<file path="src/rtl/indexed_framebuffer_fill_palette_macros.svh">
// Assertion macros used by the top level of the indexed framebuffer RTL.
`ifndef INDEXED_FRAMEBUFFER_FILL_PALETTE_MACROS_SVH
`define INDEXED_FRAMEBUFFER_FILL_PALETTE_MACROS_SVH
`ifndef SYNTHESIS
// Same-cycle implication, disabled during reset.
`define IFB_ASSERT_IMP(lbl, clk, rstn, ante, cons) \
  lbl: assert property (@(posedge clk) disable iff (!rstn) (ante) |-> (cons)) \
    else $error("ifb assertion failed");
// Next-cycle implication, disabled during reset.
`define IFB_ASSERT_NXT(lbl, clk, rstn, ante, cons) \
  lbl: assert property (@(posedge clk) disable iff (!rstn) (ante) |=> (cons)) \
    else $error("ifb assertion failed");
`else
`define IFB_ASSERT_IMP(lbl, clk, rstn, ante, cons)
`define IFB_ASSERT_NXT(lbl, clk, rstn, ante, cons)
`endif
`endif

</file>
<file path="src/rtl/ifb_pkg.sv">
// Types, constants and helpers of the indexed framebuffer block.
package ifb_pkg;

  localparam int unsigned SCREEN_W        = 320;
  localparam int unsigned SCREEN_H        = 200;
  localparam int unsigned PALETTE_ENTRIES = 256;

  localparam int unsigned PIX_COUNT = SCREEN_W * SCREEN_H;
  localparam int unsigned PIX_AW    = $clog2(PIX_COUNT);
  localparam int unsigned COL_W     = $clog2(SCREEN_W + 1);
  localparam int unsigned ROW_W     = $clog2(SCREEN_H + 1);
  localparam int unsigned PAL_AW    = $clog2(PALETTE_ENTRIES);

  localparam logic [7:0]  COMP_MASK    = 8'd63;
  localparam logic [31:0] ALPHA_OPAQUE = 32'hff000000;

  localparam int unsigned QUEUE_DEPTH = 2;
  localparam int unsigned QPTR_W      = $clog2(QUEUE_DEPTH);
  localparam int unsigned QCNT_W      = $clog2(QUEUE_DEPTH + 1);

  // Request codes on the input word
  typedef enum logic [2:0] {
    REQ_CLEAR   = 3'd0,
    REQ_PLOT    = 3'd1,
    REQ_BAR     = 3'd2,
    REQ_PALETTE = 3'd3,
    REQ_SCAN    = 3'd4
  } req_e;

  // Result status codes
  typedef enum logic [1:0] {
    ST_DONE  = 2'd0,
    ST_EMPTY = 2'd1,
    ST_RANGE = 2'd2
  } status_e;

  // Work the back end carries out
  typedef enum logic [1:0] {
    OP_FILL,
    OP_PALETTE,
    OP_SCAN,
    OP_REPORT
  } op_e;

  // Back end sequencer states
  typedef enum logic [2:0] {
    B_IDLE,
    B_SETUP,
    B_FILL,
    B_PAL,
    B_SCAN_PIX,
    B_SCAN_PAL,
    B_DONE
  } back_state_e;

  // Classified command passed from front to back
  typedef struct packed {
    op_e               op;
    status_e           status;
    logic [7:0]        color;
    logic [COL_W-1:0]  left;
    logic [COL_W-1:0]  right;
    logic [ROW_W-1:0]  top;
    logic [ROW_W-1:0]  bottom;
    logic [PAL_AW-1:0] entry;
    logic [23:0]       rgb;
    logic [PIX_AW-1:0] scan_addr;
  } cmd_t;

  // Queue status seen by front and back
  typedef struct packed {
    logic full;
    logic empty;
  } q_stat_t;

  // Keep six bits of a component and widen to eight by top-bit replication
  function automatic logic [7:0] widen6(logic [7:0] raw);
    logic [7:0] v;
    v = raw & COMP_MASK;
    return {v[5:0], v[5:4]};
  endfunction

endpackage

</file>
<file path="src/rtl/ifb_queue.sv">
// Short command queue between the front end and the back end.
module ifb_queue (
  input  logic             clk_i,
  input  logic             rst_ni,
  input  logic             push_i,
  input  ifb_pkg::cmd_t    cmd_i,
  input  logic             pop_i,
  output ifb_pkg::cmd_t    cmd_o,
  output ifb_pkg::q_stat_t q_stat_o
);
  import ifb_pkg::*;

  cmd_t              slot_q [QUEUE_DEPTH];
  logic [QPTR_W-1:0] wr_ptr_q, wr_ptr_d, rd_ptr_q, rd_ptr_d;
  logic [QCNT_W-1:0] cnt_q, cnt_d;

  assign q_stat_o.full  = (cnt_q == QCNT_W'(QUEUE_DEPTH));
  assign q_stat_o.empty = (cnt_q == '0);
  assign cmd_o          = slot_q[rd_ptr_q];

  // Advance pointers with wrap and track fill level
  always_comb begin
    wr_ptr_d = wr_ptr_q;
    rd_ptr_d = rd_ptr_q;
    cnt_d    = cnt_q;
    if (push_i) begin
      wr_ptr_d = (wr_ptr_q == QPTR_W'(QUEUE_DEPTH - 1)) ? '0 : wr_ptr_q + QPTR_W'(1);
    end
    if (pop_i) begin
      rd_ptr_d = (rd_ptr_q == QPTR_W'(QUEUE_DEPTH - 1)) ? '0 : rd_ptr_q + QPTR_W'(1);
    end
    if (push_i && !pop_i) begin
      cnt_d = cnt_q + QCNT_W'(1);
    end else if (pop_i && !push_i) begin
      cnt_d = cnt_q - QCNT_W'(1);
    end
  end

  always_ff @(posedge clk_i or negedge rst_ni) begin
    if (!rst_ni) begin
      wr_ptr_q <= '0;
      rd_ptr_q <= '0;
      cnt_q    <= '0;
    end else begin
      wr_ptr_q <= wr_ptr_d;
      rd_ptr_q <= rd_ptr_d;
      cnt_q    <= cnt_d;
    end
  end

  // Store the pushed word
  always_ff @(posedge clk_i) begin
    if (push_i) begin
      slot_q[wr_ptr_q] <= cmd_i;
    end
  end

endmodule

</file>
<file path="config.mk">
export PLATFORM = sky130hd
export DESIGN_NAME = ifb_queue
export DESIGN_NICKNAME = d
export VERILOG_FILES = /design/src/rtl/indexed_framebuffer_fill_palette_macros.svh /design/src/rtl/ifb_pkg.sv /design/src/rtl/ifb_queue.sv
export SDC_FILE = /design/constraint.sdc
export NUM_CORES = 1
export LEC_CHECK = 0
export BUFFER_PORTS_ARGS = -buffer_cell sky130_fd_sc_hd__buf_2
export CORE_ASPECT_RATIO = 1.2
export CORE_MARGIN = 2
export CORE_UTILIZATION = 35
export DETAILED_ROUTE_END_ITERATION = 8
export GPL_TIMING_DRIVEN = 0
export HOLD_SLACK_MARGIN = 0.02
export PLACE_DENSITY = 0.57
export SLEW_MARGIN = 20
export SYNTH_ARGS = -nofsm -noshare
export SYNTH_HDL_FRONTEND = slang
export SYNTH_SLANG_ARGS = --single-unit
</file>
<file path="constraint.sdc">
create_clock -name clk_i -period 6.9 [get_ports clk_i]
set_input_delay 1.035 -clock clk_i [delete_from_list [all_inputs] [get_ports clk_i]]
set_output_delay 1.035 -clock clk_i [all_outputs]
set_load 0.1 [all_outputs]
</file>
==> impl_metrics.ini <==
[outcome]
outcome = completed

[detailed_routing]
antenna_left = 0
vias = 3534
viasPerCell = 4.41
wirelength_um = 13000
firstDrtPassIters = 4
drc = 0
first_iter_violations = 190
wl_per_cell_um = 16.2

[cts]
ctsLongestPathBuffers = 2
cts_inserted_buffers = 17
clkLatencyLatePin_ns = 0.42
cts_root_buf = clkbuf_16
cts_tree = built
post_cts_buffers = 0
cts_hold_buffers = 0
post_cts_resized = 0
htreeDepth = 4
cts_sinks = 192
clk_pin_slew_worst_paths_ns = 0.07

[worst_hold_path]
hp-class = in -> async

[cells_and_area]
finalNetCount = 624
design_area_mm2 = 0.00921
most-common-layout-cells = buf_2 (197), edfxtp_1 (188), mux2_4 (50)
nFillCells = 1761
final_util_pct = 45.6
n_antenna_cell = 0
drive_gt1_share_pct = 61.6
layout_commonest_cell = buf_2
area_delta_synth_final_pct = 28.2

[sta]
fmaxAchievable_ghz = 0.345
slew_headroom_pct = 55.4
final_max_slew_viol_count = 0
finalSetupTns_ns = 0
worst_pin_slew_ns = 0.668
min_period_ns = 2.90
skew_ns = 0.00656
finalCritPeriodShare_pct = 42.1
setup_viol = 0
hold_viol_final = 0
grt_setup_unrepaired = no
fin_ws_ns = 4.00

[die]
dieArea_mm2 = 0.0217
io_pins = 194
fp.coreArea_mm2 = 0.0202
initial_core_util_pct = 35.6
rows = 57
die_h_um = 161
fp.dieW_um = 135

[worst_setup_path]
path_class = reg -> out
start_kind = register
cpPeakStageDelay_ns = 0.42
cp.required_ns = 5.86
cpMaxStageDelayCell = buf_2
crit_fanout = 10
cp_cell_sequence = buf_6, buf_8, buf_6, mux2_4, buf_2
end_kind = output pin
crit_top_cell = buf_6
crit_arrival_ns = 1.87

[run]
cap_violations = 0

[yosys]
yosysUniqueCellTypes = 14
ys_warn_count = 0
synth_nets = 408
postSynthAreaPerCell_um2 = 23.2
ys_seq_elements = 192
netlist_top_cells_area = edfxtp_1 (79%), mux2_4 (10%), mux2_2 (6.9%), dfrtp_1 (1.4%), buf_6 (0.94%)
synthesis.area_mm2 = 0.00718
yosys.area.top_type = edfxtp_1
syn-instance-count = 309
synth_top_area_share_pct = 78.6
seq_area_frac_synth_pct = 80.0

[placement]
placed_area_mm2 = 0.00858
dp_slack_ns = 4.27
routabilityCongestion = 0.730
port_buffers = 193
dp_hpwl_um = 8860

[global_routing]
grt_pass1_wl_um = 20100
antenna_found_initial = 0
grtUsageTotal_pct = 12.2
grt_max_degree = 52
grt_overflow = 0
first_global_vias = 3852
==> worst max-delay path: cells and delay by family (launching register included) <==
family	cells	cell delay, ns
flops	1	0.37
mux	1	0.20
buf+inv	4	0.85
==> layer usage <==
metal  share of wire, %  global-route usage, %
met1                 39                   14.1
met2                 52                   20.8
met3                7.7                   4.07
met4                1.5                   5.02
met5                  0                      0
==> per-stage QoR <==
step           hold slack, ns  std cells
2_1_floorplan           0.455        309
3_3_place_gp            0.469        767
3_5_place_dp            0.495        771
4_1_cts                 0.385        802
5_1_grt                 0.389        802
6_report                0.408        802
==> worst paths after layout <==
kind                                       from                       to  slack [ns]  cells past startpoint
min in group clk_i         cnt_q[1]$_DFFE_PN0P_     cnt_q[1]$_DFFE_PN0P_        0.51                      1
hold / removal                           rst_ni     cnt_q[1]$_DFFE_PN0P_        0.41                      1
setup / recovery           rd_ptr_q$_DFFE_PN0P_                cmd_o[59]        4.00                      5
setup reg to reg           wr_ptr_q$_DFFE_PN0P_  slot_q[0][21]$_DFFE_PP_        5.09                      3
hold reg to reg            cnt_q[1]$_DFFE_PN0P_     cnt_q[1]$_DFFE_PN0P_        0.51                      1
max in group asynchronous                rst_ni     cnt_q[0]$_DFFE_PN0P_        6.37                      1
==> state kept, by name, indices dropped and copies added, names as in the netlist <==
register and cells:
rd_ptr_q 1, slot_q 188, cnt_q 2, wr_ptr_q 1
==> synthesized netlist by cell type <==
cell	number
xor2_1	4
ha_1	1
dfrtp_1	4
xnor2_1	1
buf_8	1
mux2_2	44
buf_2	4
buf_6	6
nor2_1	2
and2_1	1
nor2b_1	2
inv_1	1
edfxtp_1	188
mux2_4	50
==> final cells by class <==
cell class | instances | area, µm² | share of cell area [%]
timing repair buffer | 197 | 1050 | 11.4
clock buffer | 18 | 429 | 4.66
multi-input combinational | 105 | 1340 | 14.5
clock inverter | 13 | 204 | 2.21
sequential | 192 | 5750 | 62.4
tap | 265 | 332 | 3.60
inverter | 1 | 3.75 | 0.0408
buffer | 11 | 103 | 1.11
==> cell families (layout without fill, tap and decap cells) <==
family                   Yosys count  after routing  share of synthesized area, %
XOR/XNOR                           5              5                         0.610
adder cells (fa/ha/maj)            1              1                         0.174
buffers and inverters             12            240                          1.48
flip-flops                       192            192                          80.0
multiplexers                      94             94                          17.4
AND/OR/NAND/NOR                    5              5                         0.366
Power is left out: the tool's default activity adds up to more than one toggle a clock period on the data nets, which glitch-free logic cannot reach.
