<file path="config.mk">
export PLATFORM = sky130hd
export DESIGN_NAME = ifb_front
export DESIGN_NICKNAME = d
export VERILOG_FILES = /design/src/rtl/indexed_framebuffer_fill_palette_macros.svh /design/src/rtl/ifb_pkg.sv /design/src/rtl/ifb_front.sv
export SDC_FILE = /design/constraint.sdc
export NUM_CORES = 1
export LEC_CHECK = 0
export BUFFER_PORTS_ARGS = -buffer_cell sky130_fd_sc_hd__buf_2
export CAP_MARGIN = 0
export CORE_MARGIN = 2
export CORE_UTILIZATION = 48
export DETAILED_ROUTE_END_ITERATION = 7
export GPL_TIMING_DRIVEN = 0
export PLACE_DENSITY = 0.95
export SLEW_MARGIN = 20
export SYNTH_ARGS = -nofsm -noshare
export SYNTH_HDL_FRONTEND = slang
export SYNTH_SLANG_ARGS = --single-unit
</file>
<file path="constraint.sdc">
create_clock -name vclk -period 9.1
set_input_delay 1.82 -clock vclk [all_inputs]
set_output_delay 1.82 -clock vclk [all_outputs]
set_load 0.03 [all_outputs]
</file>
<file path="src/rtl/indexed_framebuffer_fill_palette_macros.svh">
// Assertion macros used by the top level of the indexed framebuffer RTL.
`ifndef INDEXED_FRAMEBUFFER_FILL_PALETTE_MACROS_SVH
`define INDEXED_FRAMEBUFFER_FILL_PALETTE_MACROS_SVH
`ifndef SYNTHESIS
// Same-cycle implication, disabled during reset.
`define IFB_ASSERT_IMP(lbl, clk, rstn, ante, cons) \
  lbl: assert property (@(posedge clk) disable iff (!rstn) (ante) |-> (cons)) \
    else $error("ifb assertion failed");
// Next-cycle implication, disabled during reset.
`define IFB_ASSERT_NXT(lbl, clk, rstn, ante, cons) \
  lbl: assert property (@(posedge clk) disable iff (!rstn) (ante) |=> (cons)) \
    else $error("ifb assertion failed");
`else
`define IFB_ASSERT_IMP(lbl, clk, rstn, ante, cons)
`define IFB_ASSERT_NXT(lbl, clk, rstn, ante, cons)
`endif
`endif

</file>
<file path="src/rtl/ifb_pkg.sv">
// Types, constants and helpers of the indexed framebuffer block.
package ifb_pkg;

  localparam int unsigned SCREEN_W        = 320;
  localparam int unsigned SCREEN_H        = 200;
  localparam int unsigned PALETTE_ENTRIES = 256;

  localparam int unsigned PIX_COUNT = SCREEN_W * SCREEN_H;
  localparam int unsigned PIX_AW    = $clog2(PIX_COUNT);
  localparam int unsigned COL_W     = $clog2(SCREEN_W + 1);
  localparam int unsigned ROW_W     = $clog2(SCREEN_H + 1);
  localparam int unsigned PAL_AW    = $clog2(PALETTE_ENTRIES);

  localparam logic [7:0]  COMP_MASK    = 8'd63;
  localparam logic [31:0] ALPHA_OPAQUE = 32'hff000000;

  localparam int unsigned QUEUE_DEPTH = 2;
  localparam int unsigned QPTR_W      = $clog2(QUEUE_DEPTH);
  localparam int unsigned QCNT_W      = $clog2(QUEUE_DEPTH + 1);

  // Request codes on the input word
  typedef enum logic [2:0] {
    REQ_CLEAR   = 3'd0,
    REQ_PLOT    = 3'd1,
    REQ_BAR     = 3'd2,
    REQ_PALETTE = 3'd3,
    REQ_SCAN    = 3'd4
  } req_e;

  // Result status codes
  typedef enum logic [1:0] {
    ST_DONE  = 2'd0,
    ST_EMPTY = 2'd1,
    ST_RANGE = 2'd2
  } status_e;

  // Work the back end carries out
  typedef enum logic [1:0] {
    OP_FILL,
    OP_PALETTE,
    OP_SCAN,
    OP_REPORT
  } op_e;

  // Back end sequencer states
  typedef enum logic [2:0] {
    B_IDLE,
    B_SETUP,
    B_FILL,
    B_PAL,
    B_SCAN_PIX,
    B_SCAN_PAL,
    B_DONE
  } back_state_e;

  // Classified command passed from front to back
  typedef struct packed {
    op_e               op;
    status_e           status;
    logic [7:0]        color;
    logic [COL_W-1:0]  left;
    logic [COL_W-1:0]  right;
    logic [ROW_W-1:0]  top;
    logic [ROW_W-1:0]  bottom;
    logic [PAL_AW-1:0] entry;
    logic [23:0]       rgb;
    logic [PIX_AW-1:0] scan_addr;
  } cmd_t;

  // Queue status seen by front and back
  typedef struct packed {
    logic full;
    logic empty;
  } q_stat_t;

  // Keep six bits of a component and widen to eight by top-bit replication
  function automatic logic [7:0] widen6(logic [7:0] raw);
    logic [7:0] v;
    v = raw & COMP_MASK;
    return {v[5:0], v[5:4]};
  endfunction

endpackage

</file>
<file path="src/rtl/ifb_front.sv">
// Front end: accepts request words, clips and classifies them into commands.
module ifb_front (
  input  logic                  in_valid_i,
  output logic                  in_stall_o,
  input  logic [2:0]            req_type_i,
  input  logic signed [15:0]    pos_x_i,
  input  logic signed [15:0]    pos_y_i,
  input  logic signed [15:0]    rect_width_i,
  input  logic signed [15:0]    rect_height_i,
  input  logic [7:0]            fill_color_i,
  input  logic [7:0]            entry_index_i,
  input  logic [7:0]            red_raw_i,
  input  logic [7:0]            green_raw_i,
  input  logic [7:0]            blue_raw_i,
  input  logic [15:0]           pixel_index_i,
  input  ifb_pkg::q_stat_t      q_stat_i,
  output logic                  push_o,
  output ifb_pkg::cmd_t         cmd_o
);
  import ifb_pkg::*;

  localparam logic signed [17:0] W_S = signed'(18'(SCREEN_W));
  localparam logic signed [17:0] H_S = signed'(18'(SCREEN_H));

  logic signed [17:0] x_s, y_s, w_s, h_s;
  logic signed [17:0] left_s, right_s, top_s, bottom_s;
  logic               bar_empty, plot_on, scan_ok, entry_ok;

  // Stall while the queue has no free slot
  assign in_stall_o = q_stat_i.full;
  assign push_o     = in_valid_i && !q_stat_i.full;

  // Clip the bar at full width so edge sums never wrap
  always_comb begin
    x_s      = 18'(pos_x_i);
    y_s      = 18'(pos_y_i);
    w_s      = 18'(rect_width_i);
    h_s      = 18'(rect_height_i);
    left_s   = (x_s < 0) ? '0 : x_s;
    top_s    = (y_s < 0) ? '0 : y_s;
    right_s  = x_s + w_s;
    bottom_s = y_s + h_s;
    if (right_s > W_S) begin
      right_s = W_S;
    end
    if (bottom_s > H_S) begin
      bottom_s = H_S;
    end
    bar_empty = (right_s <= left_s) || (bottom_s <= top_s);
    plot_on   = (x_s >= 0) && (x_s < W_S) && (y_s >= 0) && (y_s < H_S);
    scan_ok   = 32'(pixel_index_i) < 32'(PIX_COUNT);
    entry_ok  = 32'(entry_index_i) < 32'(PALETTE_ENTRIES);
  end

  // Classify the request into one back end command
  always_comb begin
    cmd_o           = '0;
    cmd_o.op        = OP_REPORT;
    cmd_o.status    = ST_DONE;
    cmd_o.color     = fill_color_i;
    cmd_o.entry     = PAL_AW'(entry_index_i);
    cmd_o.rgb       = {widen6(red_raw_i), widen6(green_raw_i), widen6(blue_raw_i)};
    cmd_o.scan_addr = PIX_AW'(pixel_index_i);
    unique case (req_type_i)
      REQ_CLEAR: begin
        cmd_o.op     = OP_FILL;
        cmd_o.left   = '0;
        cmd_o.right  = COL_W'(SCREEN_W);
        cmd_o.top    = '0;
        cmd_o.bottom = ROW_W'(SCREEN_H);
      end
      REQ_PLOT: begin
        if (plot_on) begin
          cmd_o.op     = OP_FILL;
          cmd_o.left   = COL_W'(x_s);
          cmd_o.right  = COL_W'(x_s) + COL_W'(1);
          cmd_o.top    = ROW_W'(y_s);
          cmd_o.bottom = ROW_W'(y_s) + ROW_W'(1);
        end else begin
          cmd_o.status = ST_EMPTY;
        end
      end
      REQ_BAR: begin
        if (!bar_empty) begin
          cmd_o.op     = OP_FILL;
          cmd_o.left   = COL_W'(left_s);
          cmd_o.right  = COL_W'(right_s);
          cmd_o.top    = ROW_W'(top_s);
          cmd_o.bottom = ROW_W'(bottom_s);
        end else begin
          cmd_o.status = ST_EMPTY;
        end
      end
      REQ_PALETTE: begin
        if (entry_ok) begin
          cmd_o.op = OP_PALETTE;
        end else begin
          cmd_o.status = ST_EMPTY;
        end
      end
      REQ_SCAN: begin
        if (scan_ok) begin
          cmd_o.op = OP_SCAN;
        end else begin
          cmd_o.status = ST_RANGE;
        end
      end
      default: begin
        cmd_o.status = ST_EMPTY;
      end
    endcase
  end

endmodule

</file>
==> results <==
- The run finished with clean final reports.
- The instance count on the critical path is 22.
- The analysis attributes to cell leakage a power of about 2.6 nW.
- The critical path's slowest cell is or4_4.
- The post-detailed-routing wire length is between 10000 and 15000 um.
- After routing, the total negative slack on setup checks comes to 0 ns.
- The via count of the first global-routing pass came to 4214.
- The number of instances in the synthesized netlist is ~560.
- Setup violations remaining at the end of the flow were counted as 0.
- Measured along the y axis, the die boundary spans between 90 and 100 um.
- Timing would allow up to roughly 110 MHz.
- The layout cell share with drive strength beyond 1 is between 30% and 40%.
- The final hold violation count is 0.
- The first global-routing pass estimated between 15000 and 20000 um of wire.
- For the pin with the worst max-slew slack, the measured transition is 0.680 ns.
- The buffer count from post-CTS setup fixing is 0.
- The cell accounting for the most synthesized area is ha_1.
- In this run the power density over the cells is 70.8 nW/um2.
- IR analysis of the VDD net gives a maximum drop of approximately 0.038 mV.
- The initial antenna violation count came to 0.
- The initial standard-cell utilization of the core is between 40% and 50%.
- Global routing consumed, over all layers together, roughly 24% of the routing resources.
- Of all nets on the critical path, the largest fanout is 10.
- The core box area is 8130 um2.
- The post-route worst hold slack is ~3.9 ns.
- The maximum number of pins on one net before global-route repair is 11.
- The number of antenna diodes in the final layout is 0.
- After detailed routing, the average wire length per cell comes to ~14 um.
- The capturing element of the worst setup path is cmd_o[71].
- The via count normalized by instance count is roughly 5.7.
- Global routing finished with a remaining overflow of 0.
- The portion of the post-synthesis area used by sequential elements is 0%.
- From left edge to right edge, the die measures 95.3 um.
- Among cell families on the critical path, the largest total delay comes from simple AND/OR/NAND/NOR gates.
- STA puts the critical path data arrival time at between 7 and 8 ns.
- The area of the mapped netlist is about 4000 um2.
- The design has 0 sequential cells.
- After floorplanning, the core was divided into 33 placement rows.
- The via count is around 4800.
- The startpoint-to-endpoint class of the critical path is in2out.
- At the end of the flow, the number of nets in the layout was 929.
- The worst setup path is captured at an output pin.
- In this run the tool buffered the top-level ports with 172 buffer cells.
- The synthesized netlist net count is between 700 and 800.
- The detailed-router iteration count before antenna repair is 4.
- The final number of max-transition violations came to 0.
- The die covers slightly above 9000 um2.
- In this run the biggest area consumer among cell types represents about a fifth of the synthesized area.
- The design draws 0.000356 W.
- The sequential cell area is 0 um2.
- Counting both buffers and inverters, the worst setup path holds a total of 4.
- The detailed router's first-iteration violation count is 185.
- The critical path goes through buf_2 > ha_1 > fa_1 > a211oi_4 > nor3_2 > or2_4 > a211o_1 > a311oi_2 > nand4_1 > or4_4 > buf_6 > a21boi_0 > ha_1 > nand3_1 > or2_2 > nor2_1 > a211oi_1 > nor2_2 > nand4_4 > buf_2 > o32ai_1 > buf_2.
- The layout has 0 clock buffers.
- By area the synthesized netlist is led by ha_1, buf_4, a21oi_1, nand2b_1, nor2_1.
- The reported max-cap violation count is 0.
- OpenSTA, run right after detailed placement, puts the worst setup slack at around 0.009 ns.
- The post-layout minimum cycle time is 8.83 ns.
- The post-synthesis average cell area is roughly 7.1 um2.
- The startpoint of the most critical setup path is pos_y_i[0].
- Setup repair after global routing left no endpoint under its margin.
- At the end of routability-driven placement, the weighted congestion stood at between 0.9 and 1.
- The most common cell type on the critical path is buf_2.
- Once detailed placement completed, the half-perimeter wirelength came to between 10000 and 15000 um.
- Relative to the synthesized area, the layout overhead comes to 25.5%.
- At the worst endpoint, the required time is about 7.3 ns.
- The worst hold path class is in2out.
- The residual DRC count is 0.
- The number of unique standard cell types used by synthesis is 71.
- The max-slew headroom at the worst pin is 54.3%.
- The minimum setup slack in the final design is between 0.2 and 0.3 ns.
- STA classifies the critical path startpoint as a primary input.
- During synthesis, Yosys emitted a total of 0 warnings.
- During I/O placement, the number of pins put on the boundary was between 200 and 250.
- The layout filler cell count is approximately 760.
- The longest individual stage delay on the worst path is between 0.4 and 0.5 ns.
- The period utilization is 97.0%.
- The count of nets left with antenna violations once routing finished came out at 0.
## worst min-delay path by stage
stage,to,cells after the start,slack (ns),startpoint
after floorplan,push_o,1,3.75,q_stat_i[1]
after global placement,cmd_o[5],2,3.89,pixel_index_i[5]
after detailed placement,cmd_o[33],2,3.89,red_raw_i[5]
after CTS,cmd_o[33],2,3.89,red_raw_i[5]
after global routing,cmd_o[1],2,3.89,pixel_index_i[1]
final,cmd_o[33],2,3.89,red_raw_i[5]
## Yosys cell counts (3+ instances only)
master / count
ha_1: 66
buf_4: 57
a21oi_1: 45
nor2_1: 40
nand2b_1: 34
nand2_1: 29
o21ai_0: 29
and2_1: 23
inv_1: 23
nand3_1: 17
xnor2_1: 17
a21o_1: 16
xor2_1: 13
o32ai_1: 10
nor3_1: 9
nor4_1: 9
clkbuf_1: 8
nand4_1: 8
nor2b_1: 8
a31oi_1: 7
and3_1: 7
or2_2: 6
a21boi_0: 4
a211o_1: 3
a211oi_1: 3
a31o_2: 3
mux2i_1: 3
o211ai_1: 3
o22a_1: 3
## stage by stage
| stage | utilization [%] | std cells | cell area [um2] |
|---|---|---|---|
| final | 61.8 | 838 | 5020 |
| after global routing | 61.8 | 838 | 5020 |
| after CTS | 61.4 | 838 | 4990 |
| after detailed placement | 61.4 | 838 | 4990 |
| after global placement | 61.4 | 838 | 4990 |
| after floorplan | - | 561 | 4000 |
## cell families after synthesis
| group | synth area share [%] |
|---|---|
| mux | 0.750 |
| xor+xnor | 6.56 |
| compound gates | 29.1 |
| fa+ha+maj | 21.6 |
| simple gates | 28.1 |
| buf+inv | 13.9 |
## layout by cell type (no fill, tap or decap), types with 4 or more instances in the layout
cell type / count
nor2b_1: 8
o32ai_1: 10
nor3_1: 9
and2_1: 23
clkbuf_1: 7
nand2b_1: 34
or2_2: 6
a21o_1: 16
o21ai_0: 28
ha_1: 66
nand3_1: 17
buf_4: 57
nor2_1: 39
a21boi_0: 4
nand4_1: 8
xor2_1: 13
nor4_1: 9
buf_2: 173
xnor2_1: 17
inv_1: 23
nand2_1: 29
a31oi_1: 6
and3_1: 7
a21oi_1: 45
## report_power, final
group,total (W),internal [W],switching (W)
Clock,0,0,0
Combinational,0.000356,0.000148,0.000208
Sequential,0,0,0
## per-layer routing
| metal | routed length, um | track usage [%] | vias to the layer above |
|---|---|---|---|
| met1 | 4740 | 30.3 | 2182 |
| met4 | 184 | 4.47 | 0 |
| met5 | 0 | 0 | - |
| met2 | 5910 | 46.4 | 210 |
| li1 | - | - | 2375 |
| met3 | 1030 | 0.949 | 16 |
## timing repair
item / CTS / global route
gates resized for setup: 0 / 8
hold buffers: 0 / 0
setup endpoints to repair: 0 / 28
## area by class of cell
type	instances	area, um2	area share, %
multi-input combinational	472	3480	69.2
timing repair buffer	172	861	17.1
buffer	66	470	9.36
tap	105	131	2.61
inverter	23	86.3	1.72
Note: power is estimated with default switching activity, not from simulation.
